[src/hw/rtl/assert_macros.svh]
// Assertion macros shared by the battery level estimator RTL.
`ifndef ASSERT_MACROS_SVH
`define ASSERT_MACROS_SVH

// Checked on every rising clock edge outside reset.
`define BLE_ASSERT(lbl, prop, msg) \
  lbl: assert property (@(posedge clk_i) disable iff (!rst_ni) (prop)) else $error(msg);

// Checked on every rising clock edge, reset included.
`define BLE_ASSERT_ALWAYS(lbl, prop, msg) \
  lbl: assert property (@(posedge clk_i) (prop)) else $error(msg);

`endif

[src/hw/rtl/ble_pkg.sv]
// Types and constants of the battery level estimator.
`timescale 1ns / 1ps

package ble_pkg;

  localparam int unsigned SAMPLE_W = 12;
  localparam int unsigned SUM_W    = 16;
  localparam int unsigned DVD_W    = 24;
  localparam int unsigned VAL_W    = 27;
  localparam int unsigned LEVEL_W  = 8;
  localparam int unsigned CNT_W    = 5;
  localparam int unsigned IDX_W    = 3;

  localparam logic [CNT_W-1:0] MEAN_BITS  = 5'd16;
  localparam logic [CNT_W-1:0] MUL_BITS   = 5'd12;
  localparam logic [CNT_W-1:0] COMP_BITS  = 5'd24;
  localparam logic [CNT_W-1:0] LEVEL_BITS = 5'd19;

  localparam logic [SAMPLE_W-1:0] LOW_THR_RST   = 12'd2750;
  localparam logic [SAMPLE_W-1:0] HIGH_THR_RST  = 12'd2880;
  localparam logic [SAMPLE_W-1:0] SHUT_THR_RST  = 12'd2720;
  localparam logic [SAMPLE_W-1:0] LOW_LIMIT_RST = 12'd2680;
  localparam logic [SAMPLE_W-1:0] CHG_HIGH_RST  = 12'd3060;
  localparam logic [SAMPLE_W-1:0] CHG_OFS_RST   = 12'd160;

  localparam logic signed [LEVEL_W-1:0] LEVEL_FULL     = 8'sd100;
  localparam logic signed [LEVEL_W-1:0] LEVEL_EMPTY    = 8'sd0;
  localparam logic signed [LEVEL_W-1:0] LEVEL_SHUTDOWN = -8'sd1;

  typedef enum logic [IDX_W-1:0] {
    REG_LOW_THR   = 3'd0,
    REG_HIGH_THR  = 3'd1,
    REG_SHUT_THR  = 3'd2,
    REG_LOW_LIMIT = 3'd3,
    REG_CHG_HIGH  = 3'd4,
    REG_CHG_OFS   = 3'd5
  } ble_reg_e;

  typedef enum logic [3:0] {
    ST_IDLE,
    ST_MDIV,
    ST_COMP,
    ST_MUL,
    ST_CDIV,
    ST_CFIN,
    ST_CLASS,
    ST_LDIV,
    ST_LFIN,
    ST_DONE
  } ble_state_e;

endpackage

[src/hw/rtl/battery_level_estimator.sv]
// Battery level estimator: sample window, bit-serial mean, charge compensation and level map.
//
//   Channel   Direction  Handshake                     Payload
//   s_axis    in         s_axis_tvalid_i/tready_o      sample in tdata, charging in tuser
//   m_axis    out        m_axis_tvalid_o/tready_i      level and mean_sample in tdata
//   cfg       in         cfg_valid_i/cfg_ready_o       register index and 12-bit value
//
// A request runs through the mean division, the charge compensation while the charger is
// active and the span is nonzero, and a division for a level on the linear segment.
// A single restoring divider that yields one quotient bit per cycle serves all divisions,
// together with a shift-and-add multiplier that takes one offset bit per cycle.
// Reset clears the sample window, the running sum and the registers to their defaults.
// A result waits in the output register, while the next sample is already accepted.
`timescale 1ns / 1ps

module battery_level_estimator
  import ble_pkg::*;
#(
  parameter int unsigned WINDOW_LEN = 10
) (
  input  logic        clk_i,
  input  logic        rst_ni,
  input  logic        s_axis_tvalid_i,
  output logic        s_axis_tready_o,
  input  logic [15:0] s_axis_tdata_i,   // [11:0] sample
  input  logic        s_axis_tuser_i,   // [0] charging
  output logic        m_axis_tvalid_o,
  input  logic        m_axis_tready_i,
  output logic [23:0] m_axis_tdata_o,   // [7:0] level, [19:8] mean_sample
  input  logic        cfg_valid_i,
  output logic        cfg_ready_o,
  input  logic [2:0]  cfg_index_i,
  input  logic [11:0] cfg_data_i
);

`include "assert_macros.svh"

  localparam int unsigned SlotW = (WINDOW_LEN > 1) ? $clog2(WINDOW_LEN) : 1;
  localparam logic [SlotW-1:0] SlotLast = SlotW'(WINDOW_LEN - 1);

  ble_state_e state_q, state_d;

  logic [SAMPLE_W-1:0] low_thr_q, high_thr_q, shut_thr_q;
  logic [SAMPLE_W-1:0] low_limit_q, chg_high_q, chg_ofs_q;

  logic [SAMPLE_W-1:0] window_q [WINDOW_LEN];
  logic [SlotW-1:0]    slot_q;
  logic [SUM_W-1:0]    sum_q, sum_d;

  logic                charging_q;
  logic [DVD_W-1:0]    dvd_q;
  logic [SAMPLE_W-1:0] rem_q;
  logic [SAMPLE_W-1:0] dvs_q;
  logic [CNT_W-1:0]    cnt_q;
  logic [SAMPLE_W-1:0] mcand_q;
  logic [SAMPLE_W-1:0] mpl_q;
  logic                neg_q;
  logic [SAMPLE_W-1:0] mean_q;
  logic signed [VAL_W-1:0]   val_q;
  logic signed [LEVEL_W-1:0] level_q;

  logic                      out_valid_q;
  logic signed [LEVEL_W-1:0] out_level_q;
  logic [SAMPLE_W-1:0]       out_mean_q;

  logic in_accept, in_ready, out_load, cnt_last;

  logic [SAMPLE_W:0]   rem_sh;
  logic                div_ge;
  logic [SAMPLE_W-1:0] div_rem_d;
  logic [DVD_W-1:0]    div_dvd_d;
  logic [DVD_W-1:0]    mul_acc_d;

  logic [SAMPLE_W-1:0]     mean_w;
  logic [SAMPLE_W:0]       diff_w, span_w, diff_neg_w, span_neg_w;
  logic [SAMPLE_W-1:0]     diff_mag, span_mag;
  logic                    comp_en;
  logic signed [VAL_W-1:0] low_ext, high_ext, shut_ext;
  logic                    class_low, class_high;
  logic [SAMPLE_W-1:0]     lin_x;
  logic [LEVEL_BITS-1:0]   lin_num;

  assign in_accept = s_axis_tvalid_i && in_ready;
  assign cnt_last  = (cnt_q == CNT_W'(1));
  assign sum_d     = sum_q - SUM_W'(window_q[slot_q]) + SUM_W'(s_axis_tdata_i[SAMPLE_W-1:0]);

  // Restoring division step: one quotient bit enters at the bottom of the dividend.
  assign rem_sh    = {rem_q, dvd_q[DVD_W-1]};
  assign div_ge    = (rem_sh >= {1'b0, dvs_q});
  assign div_rem_d = div_ge ? SAMPLE_W'(rem_sh - {1'b0, dvs_q}) : rem_sh[SAMPLE_W-1:0];
  assign div_dvd_d = {dvd_q[DVD_W-2:0], div_ge};

  // Shift-and-add step, offset bits taken from the top.
  assign mul_acc_d = {dvd_q[DVD_W-2:0], 1'b0}
                   + (mpl_q[SAMPLE_W-1] ? {{(DVD_W-SAMPLE_W){1'b0}}, mcand_q} : '0);

  assign mean_w     = dvd_q[SAMPLE_W-1:0];
  assign diff_w     = {1'b0, mean_w} - {1'b0, low_limit_q};
  assign span_w     = {1'b0, chg_high_q} - {1'b0, low_limit_q};
  assign diff_neg_w = -diff_w;
  assign span_neg_w = -span_w;
  assign diff_mag   = diff_w[SAMPLE_W] ? diff_neg_w[SAMPLE_W-1:0] : diff_w[SAMPLE_W-1:0];
  assign span_mag   = span_w[SAMPLE_W] ? span_neg_w[SAMPLE_W-1:0] : span_w[SAMPLE_W-1:0];
  assign comp_en    = charging_q && (span_w != '0);

  assign low_ext    = $signed({{(VAL_W-SAMPLE_W){1'b0}}, low_thr_q});
  assign high_ext   = $signed({{(VAL_W-SAMPLE_W){1'b0}}, high_thr_q});
  assign shut_ext   = $signed({{(VAL_W-SAMPLE_W){1'b0}}, shut_thr_q});
  assign class_low  = (val_q <= low_ext);
  assign class_high = (val_q >= high_ext);
  assign lin_x      = SAMPLE_W'(val_q - low_ext);
  assign lin_num    = ({7'b0, lin_x} << 6) + ({7'b0, lin_x} << 5) + ({7'b0, lin_x} << 2);

  always_comb begin
    state_d = state_q;
    unique case (state_q)
      ST_IDLE:  if (in_accept) state_d = ST_MDIV;
      ST_MDIV:  if (cnt_last) state_d = ST_COMP;
      ST_COMP:  state_d = comp_en ? ST_MUL : ST_CLASS;
      ST_MUL:   if (cnt_last) state_d = ST_CDIV;
      ST_CDIV:  if (cnt_last) state_d = ST_CFIN;
      ST_CFIN:  state_d = ST_CLASS;
      ST_CLASS: state_d = (class_low || class_high) ? ST_DONE : ST_LDIV;
      ST_LDIV:  if (cnt_last) state_d = ST_LFIN;
      ST_LFIN:  state_d = ST_DONE;
      ST_DONE:  if (!out_valid_q || m_axis_tready_i) state_d = ST_IDLE;
      default:  state_d = ST_IDLE;
    endcase
  end

  always_comb begin
    in_ready = 1'b0;
    out_load = 1'b0;
    unique case (state_q)
      ST_IDLE: in_ready = 1'b1;
      ST_DONE: out_load = !out_valid_q || m_axis_tready_i;
      default: ;
    endcase
  end

  always_ff @(posedge clk_i or negedge rst_ni) begin
    if (!rst_ni) begin
      state_q     <= ST_IDLE;
      out_valid_q <= 1'b0;
      slot_q      <= '0;
      sum_q       <= '0;
      for (int i = 0; i < WINDOW_LEN; i++) begin
        window_q[i] <= '0;
      end
    end else begin
      state_q <= state_d;
      if (out_load) begin
        out_valid_q <= 1'b1;
      end else if (m_axis_tready_i) begin
        out_valid_q <= 1'b0;
      end
      if (in_accept) begin
        window_q[slot_q] <= s_axis_tdata_i[SAMPLE_W-1:0];
        sum_q            <= sum_d;
        slot_q           <= (slot_q == SlotLast) ? '0 : slot_q + SlotW'(1);
      end
    end
  end

  always_ff @(posedge clk_i or negedge rst_ni) begin
    if (!rst_ni) begin
      low_thr_q   <= LOW_THR_RST;
      high_thr_q  <= HIGH_THR_RST;
      shut_thr_q  <= SHUT_THR_RST;
      low_limit_q <= LOW_LIMIT_RST;
      chg_high_q  <= CHG_HIGH_RST;
      chg_ofs_q   <= CHG_OFS_RST;
    end else if (cfg_valid_i) begin
      unique case (cfg_index_i)
        REG_LOW_THR:   low_thr_q   <= cfg_data_i;
        REG_HIGH_THR:  high_thr_q  <= cfg_data_i;
        REG_SHUT_THR:  shut_thr_q  <= cfg_data_i;
        REG_LOW_LIMIT: low_limit_q <= cfg_data_i;
        REG_CHG_HIGH:  chg_high_q  <= cfg_data_i;
        REG_CHG_OFS:   chg_ofs_q   <= cfg_data_i;
        default: ;
      endcase
    end
  end

  always_ff @(posedge clk_i) begin
    unique case (state_q)
      ST_IDLE: begin
        if (in_accept) begin
          charging_q <= s_axis_tuser_i;
          dvd_q      <= {sum_d, {(DVD_W-SUM_W){1'b0}}};
          rem_q      <= '0;
          dvs_q      <= SAMPLE_W'(WINDOW_LEN);
          cnt_q      <= MEAN_BITS;
        end
      end
      ST_MDIV, ST_CDIV, ST_LDIV: begin
        dvd_q <= div_dvd_d;
        rem_q <= div_rem_d;
        cnt_q <= cnt_q - CNT_W'(1);
      end
      ST_COMP: begin
        mean_q  <= mean_w;
        val_q   <= $signed({{(VAL_W-SAMPLE_W){1'b0}}, mean_w});
        mcand_q <= diff_mag;
        mpl_q   <= chg_ofs_q;
        dvs_q   <= span_mag;
        neg_q   <= diff_w[SAMPLE_W] ^ span_w[SAMPLE_W];
        dvd_q   <= '0;
        cnt_q   <= MUL_BITS;
      end
      ST_MUL: begin
        dvd_q <= mul_acc_d;
        mpl_q <= {mpl_q[SAMPLE_W-2:0], 1'b0};
        rem_q <= '0;
        cnt_q <= cnt_last ? COMP_BITS : cnt_q - CNT_W'(1);
      end
      ST_CFIN: begin
        if (neg_q) begin
          val_q <= $signed({{(VAL_W-SAMPLE_W){1'b0}}, mean_q})
                 + $signed({{(VAL_W-DVD_W){1'b0}}, dvd_q});
        end else begin
          val_q <= $signed({{(VAL_W-SAMPLE_W){1'b0}}, mean_q})
                 - $signed({{(VAL_W-DVD_W){1'b0}}, dvd_q});
        end
      end
      ST_CLASS: begin
        priority if (class_low) begin
          level_q <= (val_q < shut_ext) ? LEVEL_SHUTDOWN : LEVEL_EMPTY;
        end else if (class_high) begin
          level_q <= LEVEL_FULL;
        end else begin
          dvd_q <= {lin_num, {(DVD_W-LEVEL_BITS){1'b0}}};
          dvs_q <= high_thr_q - low_thr_q;
          rem_q <= '0;
          cnt_q <= LEVEL_BITS;
        end
      end
      ST_LFIN: begin
        level_q <= $signed(dvd_q[LEVEL_W-1:0]);
      end
      ST_DONE: begin
        if (out_load) begin
          out_level_q <= level_q;
          out_mean_q  <= mean_q;
        end
      end
      default: ;
    endcase
  end

  assign s_axis_tready_o = in_ready;
  assign cfg_ready_o     = 1'b1;
  assign m_axis_tvalid_o = out_valid_q;
  assign m_axis_tdata_o  = {4'b0, out_mean_q, out_level_q};

  `BLE_ASSERT(a_accept_starts_mean, in_accept |=> (state_q == ST_MDIV), "accept must start the mean division")
  `BLE_ASSERT(a_rem_below_dvs, ((state_q == ST_CDIV) || (state_q == ST_LDIV)) |-> (rem_q < dvs_q), "division remainder reached the divisor")
  `BLE_ASSERT(a_level_range, out_valid_q |-> ((out_level_q >= LEVEL_SHUTDOWN) && (out_level_q <= LEVEL_FULL)), "level out of range")
  `BLE_ASSERT(a_slot_range, slot_q <= SlotLast, "window slot out of range")
  `BLE_ASSERT(a_load_holds_valid, out_load |=> out_valid_q, "loaded result not presented")

endmodule

[config.mk]
export PLATFORM = sky130hd
export DESIGN_NAME = battery_level_estimator
export DESIGN_NICKNAME = d
export VERILOG_FILES = /design/src/hw/rtl/ble_pkg.sv /design/src/hw/rtl/battery_level_estimator.sv
export VERILOG_INCLUDE_DIRS = /design/src /design/src/hw/rtl
export SDC_FILE = /design/constraint.sdc
export NUM_CORES = 1
export LEC_CHECK = 0
export BUFFER_PORTS_ARGS = -buffer_cell sky130_fd_sc_hd__buf_4
export CAP_MARGIN = 20
export CORE_AREA = 2 2 298 300
export CTS_BUF_LIST = sky130_fd_sc_hd__clkbuf_8
export DETAILED_ROUTE_END_ITERATION = 16
export DIE_AREA = 0 0 300 302
export GPL_TIMING_DRIVEN = 0
export MAX_ROUTING_LAYER = met4
export PLACE_DENSITY_LB_ADDON = 0.1
export SYNTH_ARGS = -nofsm -noshare
export SYNTH_HDL_FRONTEND = slang
export SYNTH_SLANG_ARGS = --single-unit
[constraint.sdc]
create_clock -name clk_i -period 5.8 [get_ports clk_i]
set_input_delay 1.74 -clock clk_i [delete_from_list [all_inputs] [get_ports clk_i]]
set_output_delay 1.74 -clock clk_i [all_outputs]
set_load 0.005 [all_outputs]
==> run summary <==
The run finished with clean final reports. Clock skew on the completed layout was measured at 0.0603 ns. The finished cells cover 26300 sq um.

The area of the mapped netlist was 22600 sq um. Setup repair after global routing left no endpoint under its margin. The number of remaining DRC errors came out at 0. The tools report the critical path capture point type as a flop. Setup violations remaining at the end of the flow were counted as 0.

The fraction of the mapped netlist area in adder cells came out at 10.9%. The worst-path cell with the longest stage delay is sky130_fd_sc_hd__a2111oi_1. The count of buffers added on input and output ports is 54.

The run gives 2 as the initial antenna violation count. TritonCTS built the clock tree. The leading register cell type out of synthesis was sky130_fd_sc_hd__dfrtp_1.

Across the run, the number of max-cap violations was 0. Of all flip-flops after synthesis, the portion carrying an async set or reset was 59.9%. The die covers 90600 sq um. 64 I/O pins were placed. Clock tree synthesis selected as its root buffer the cell sky130_fd_sc_hd__clkbuf_8. Of all nets on the critical path, the largest fanout is 4.

Number of pins exceeding their max-slew limit in the final report: 0. Final count of hold timing violations: 0. The kind of cell with the highest combined delay along the critical path is compound AO/OA/AOI/OAI gates.

The total of flip-flops plus latches after synthesis was 362; the path length in cells of the critical path was 18. Once placement finished, the instance area stood at 24700 sq um. The first global-routing pass estimated 112000 um of wire.

For the pin with the worst max-slew slack, the measured transition is 1.11 ns. Measured against its own limit, the worst slew margin works out to 26.1%. In this run the core area contains 109 standard-cell rows. The worst register-to-register path ends at dvd_q[22]. For the placed wire-length estimate after detailed placement, the log shows 55300 um. The average wire per standard cell works out to 20.0 um. Derived from the worst setup path, the maximum achievable clock frequency is 185 MHz. Following the worst setup path forward leads to its endpoint at dvd_q[22]. The critical path contains buffers and inverters numbering 2 combined.

The area added between synthesis and finish was 16.4%. After clock tree synthesis, the flow added hold-fix buffers numbering 0. The count of antenna-violating nets left after detailed routing is 0. Die extent in y: 302 um.

The final RePlAce weighted congestion was 0.855; the via count of the routed design was 17600. The area share of the largest cell type after synthesis is 20.5%. The worst setup path is of the reg2reg kind.

Counting the buffers created by CTS gives 76. The tightest min-delay check is of the reg2reg type. After layout, the minimum clock period comes to 5.41 ns. In this design, the stage delay of the slowest critical-path cell is 0.61 ns. In this run, synthesis inferred 145 flip-flops with an integrated enable.

After synthesis, the largest family of logic cells by area is compound AO/OA/AOI/OAI gates. Post-CTS timing repair inserted 0 buffers for setup. The logs give 43.5% for the sequential share of the synthesized area and 5.80 ns for the data arrival time of the critical path.

For this configuration, the core starts out at a cell density of 25.8%. The clock net sink count is 362. In this run the deepest clock path goes through 3 buffers.

The biggest area contributor in the post-synthesis netlist is sky130_fd_sc_hd__dfrtp_1. The tools report the first-pass iteration count of the detailed router as 5. Entering global routing, the biggest net connects 110 pins.

The logs give 0.69 ns for the source-to-sink clock delay at the later pin of the worst-skew pair and 0 for the synthesis warning total. Global routing finished with a remaining overflow of 0. The worst register-to-register path begins at val_q[0].

The via count of the first global-routing pass is 18100, and the post-synthesis cell type count is 86. The signal on the critical path passes through inv_1, ha_1, inv_1, fa_1, a21o_1, a21oi_1, o21bai_1, a21oi_1, xnor2_1, fa_1, ha_1, a21o_1, a2111oi_1, o31ai_1, o41ai_2, xor2_1, nor2_1, o32a_1. The simple logic cell fraction of the synthesized area was 13.6%.

The placeable core region was 87600 sq um. The worst endpoint required time was 6.20 ns. The net count of the finished layout is 2661. The worst setup path is launched from a flop. The tools report the H-tree level count as 3. Synthesis handed over a netlist of 2296 instances.

Of the cells placed in the final design, the portion with a size suffix greater than 1 is 13.1%. Start point of the critical path: val_q[0]. Of the total synthesized cell area, the portion taken by XOR and XNOR cells is 4.65%. The number of cells on the worst reg-to-reg path is 18. After synthesis, the cell types taking the most area are sky130_fd_sc_hd__dfrtp_1 20%, sky130_fd_sc_hd__edfxtp_1 19%, sky130_fd_sc_hd__ha_1 8.6%, sky130_fd_sc_hd__o21ai_0 5.2%, sky130_fd_sc_hd__nand2_1 4.5%. In the synthesized netlist, mux cells make up 6.13% of the area. The run gives 16.8% as the overall fraction of global-route tracks in use. The clock edge transition at the registers on the reported setup and hold paths is 0.06 ns. The mean area per synthesized cell works out to 9.84 sq um. After detailed routing, the number of vias per cell comes to 4.80.

Summing the areas of all compound-gate instances in the mapped netlist gives 16.2% of the synthesized area. The sum of routed wire length over all layers came out at 73400 um. Gates resized during post-CTS repair numbered 0.

The first routing iteration left 1118 violations. Of the available clock period, the critical path in the final layout requires 93.2%. Setup slack on the worst reg-to-reg path comes out at 0.39 ns. Width of the chip: 300 um.
-- cell usage in the layout (no fill, tap or decap), types with 9 or more instances in the layout --
cell / instances
sky130_fd_sc_hd__mux2i_1: 27
sky130_fd_sc_hd__xor2_1: 28
sky130_fd_sc_hd__fa_1: 26
sky130_fd_sc_hd__nor2_1: 115
sky130_fd_sc_hd__o41ai_1: 9
sky130_fd_sc_hd__clkbuf_8: 88
sky130_fd_sc_hd__and2_1: 21
sky130_fd_sc_hd__dfstp_2: 32
sky130_fd_sc_hd__nor4_1: 11
sky130_fd_sc_hd__dfrtp_1: 185
sky130_fd_sc_hd__a22oi_1: 18
sky130_fd_sc_hd__or2_2: 10
sky130_fd_sc_hd__o31a_1: 9
sky130_fd_sc_hd__a21oi_1: 94
sky130_fd_sc_hd__edfxtp_1: 145
sky130_fd_sc_hd__o21ai_0: 236
sky130_fd_sc_hd__mux4_2: 24
sky130_fd_sc_hd__buf_1: 13
sky130_fd_sc_hd__nand2_1: 273
sky130_fd_sc_hd__nand3_1: 42
sky130_fd_sc_hd__a211oi_1: 18
sky130_fd_sc_hd__and3_1: 14
sky130_fd_sc_hd__mux2_2: 51
sky130_fd_sc_hd__a31oi_1: 9
sky130_fd_sc_hd__buf_4: 58
sky130_fd_sc_hd__nand2b_1: 23
sky130_fd_sc_hd__xnor2_1: 91
sky130_fd_sc_hd__nor3_1: 52
sky130_fd_sc_hd__clkinv_2: 11
sky130_fd_sc_hd__nor2b_1: 36
sky130_fd_sc_hd__clkbuf_1: 81
sky130_fd_sc_hd__clkinv_1: 9
sky130_fd_sc_hd__ha_1: 156
sky130_fd_sc_hd__o21a_1: 24
sky130_fd_sc_hd__o21ai_1: 14
sky130_fd_sc_hd__o22ai_1: 9
sky130_fd_sc_hd__a21o_1: 34
sky130_fd_sc_hd__or3_1: 17
sky130_fd_sc_hd__o31ai_1: 12
sky130_fd_sc_hd__inv_1: 204
-- cells by family (layout without fill, tap and decap cells) --
kind of cell	after synthesis	in the layout
fa+ha+maj	182	182
flops	362	362
compound gates	581	581
other cells	2	6
simple gates	656	656
xor+xnor	120	120
buf+inv	291	496
mux	102	102
-- registers in the layout, indices dropped and copies added (netlist names), 16 cells and up --
name	flops
val_q	26
dvd_q	24
window_q	120
sum_q	16
-- final cells by class --
class | instances | area (sq um)
Buffer | 105 | 420
Tap cell | 1165 | 1460
Clock inverter | 52 | 384
Fill cell | 9203 | 61200
Antenna cell | 1 | 2.50
Multi-Input combinational cell | 1646 | 11700
Inverter | 186 | 698
Clock buffer | 88 | 1210
Sequential cell | 362 | 9820
Timing Repair Buffer | 65 | 592
-- worst min-delay path by stage --
stage          startpoint        endpoint  slack (ns)  cells past startpoint
2_1_floorplan  level_q[0]  out_level_q[0]        0.40                      0
3_3_place_gp   level_q[4]  out_level_q[4]        0.41                      0
3_5_place_dp   level_q[3]  out_level_q[3]        0.41                      0
4_1_cts        level_q[3]  out_level_q[3]        0.43                      0
5_1_grt        level_q[7]  out_level_q[7]        0.43                      0
6_report       level_q[3]  out_level_q[3]        0.42                      0
-- routing by layer --
metal  vias to the layer above  GRT usage (%)  wire length, um
met2                       348           27.8            35300
li1                       8469              -                -
met3                       123           2.48             2840
met1                      8675           21.1            33000
met4                         0           5.52             2230
met5                         -              -                0
-- through the flow --
step	TNS (ns)	worst slack [ns]	cells	hold WS (ns)	utilization (%)
2_1_floorplan	0	1.04	2299	0.400	-
3_3_place_gp	-62.57	-2.15	3518	0.409	27.9
3_5_place_dp	0	0.168	3527	0.415	28.2
4_1_cts	0	0.0653	3667	0.426	30.0
5_1_grt	0	0.0475	3670	0.434	30.0
6_report	0	0.393	3670	0.421	30.0
-- synth_stat cells (6+ instances only) --
library cell	n
sky130_fd_sc_hd__nand2_1	273
sky130_fd_sc_hd__o21ai_0	236
sky130_fd_sc_hd__dfrtp_1	185
sky130_fd_sc_hd__inv_1	183
sky130_fd_sc_hd__ha_1	156
sky130_fd_sc_hd__edfxtp_1	145
sky130_fd_sc_hd__nor2_1	115
sky130_fd_sc_hd__a21oi_1	94
sky130_fd_sc_hd__xnor2_1	92
sky130_fd_sc_hd__clkbuf_1	81
sky130_fd_sc_hd__nor3_1	54
sky130_fd_sc_hd__mux2_2	51
sky130_fd_sc_hd__nand3_1	42
sky130_fd_sc_hd__nor2b_1	37
sky130_fd_sc_hd__a21o_1	34
sky130_fd_sc_hd__dfstp_2	32
sky130_fd_sc_hd__xor2_1	28
sky130_fd_sc_hd__mux2i_1	27
sky130_fd_sc_hd__fa_1	26
sky130_fd_sc_hd__mux4_2	24
sky130_fd_sc_hd__o21a_1	24
sky130_fd_sc_hd__nand2b_1	23
sky130_fd_sc_hd__and2_1	21
sky130_fd_sc_hd__a211oi_1	20
sky130_fd_sc_hd__a22oi_1	18
sky130_fd_sc_hd__or3_1	17
sky130_fd_sc_hd__buf_1	15
sky130_fd_sc_hd__and3_1	14
sky130_fd_sc_hd__o21ai_1	14
sky130_fd_sc_hd__nor4_1	12
sky130_fd_sc_hd__o31ai_1	12
sky130_fd_sc_hd__o41ai_1	10
sky130_fd_sc_hd__or2_2	10
sky130_fd_sc_hd__a31oi_1	9
sky130_fd_sc_hd__o22ai_1	9
sky130_fd_sc_hd__o31a_1	9
sky130_fd_sc_hd__a222oi_1	8
sky130_fd_sc_hd__nand4_1	8
sky130_fd_sc_hd__nor3b_1	7
sky130_fd_sc_hd__o21bai_1	7
sky130_fd_sc_hd__a21boi_0	6
sky130_fd_sc_hd__o211ai_1	6
Power is not shown: default switching activity piles up to over one toggle a cycle in this logic, so the estimate is an artifact.
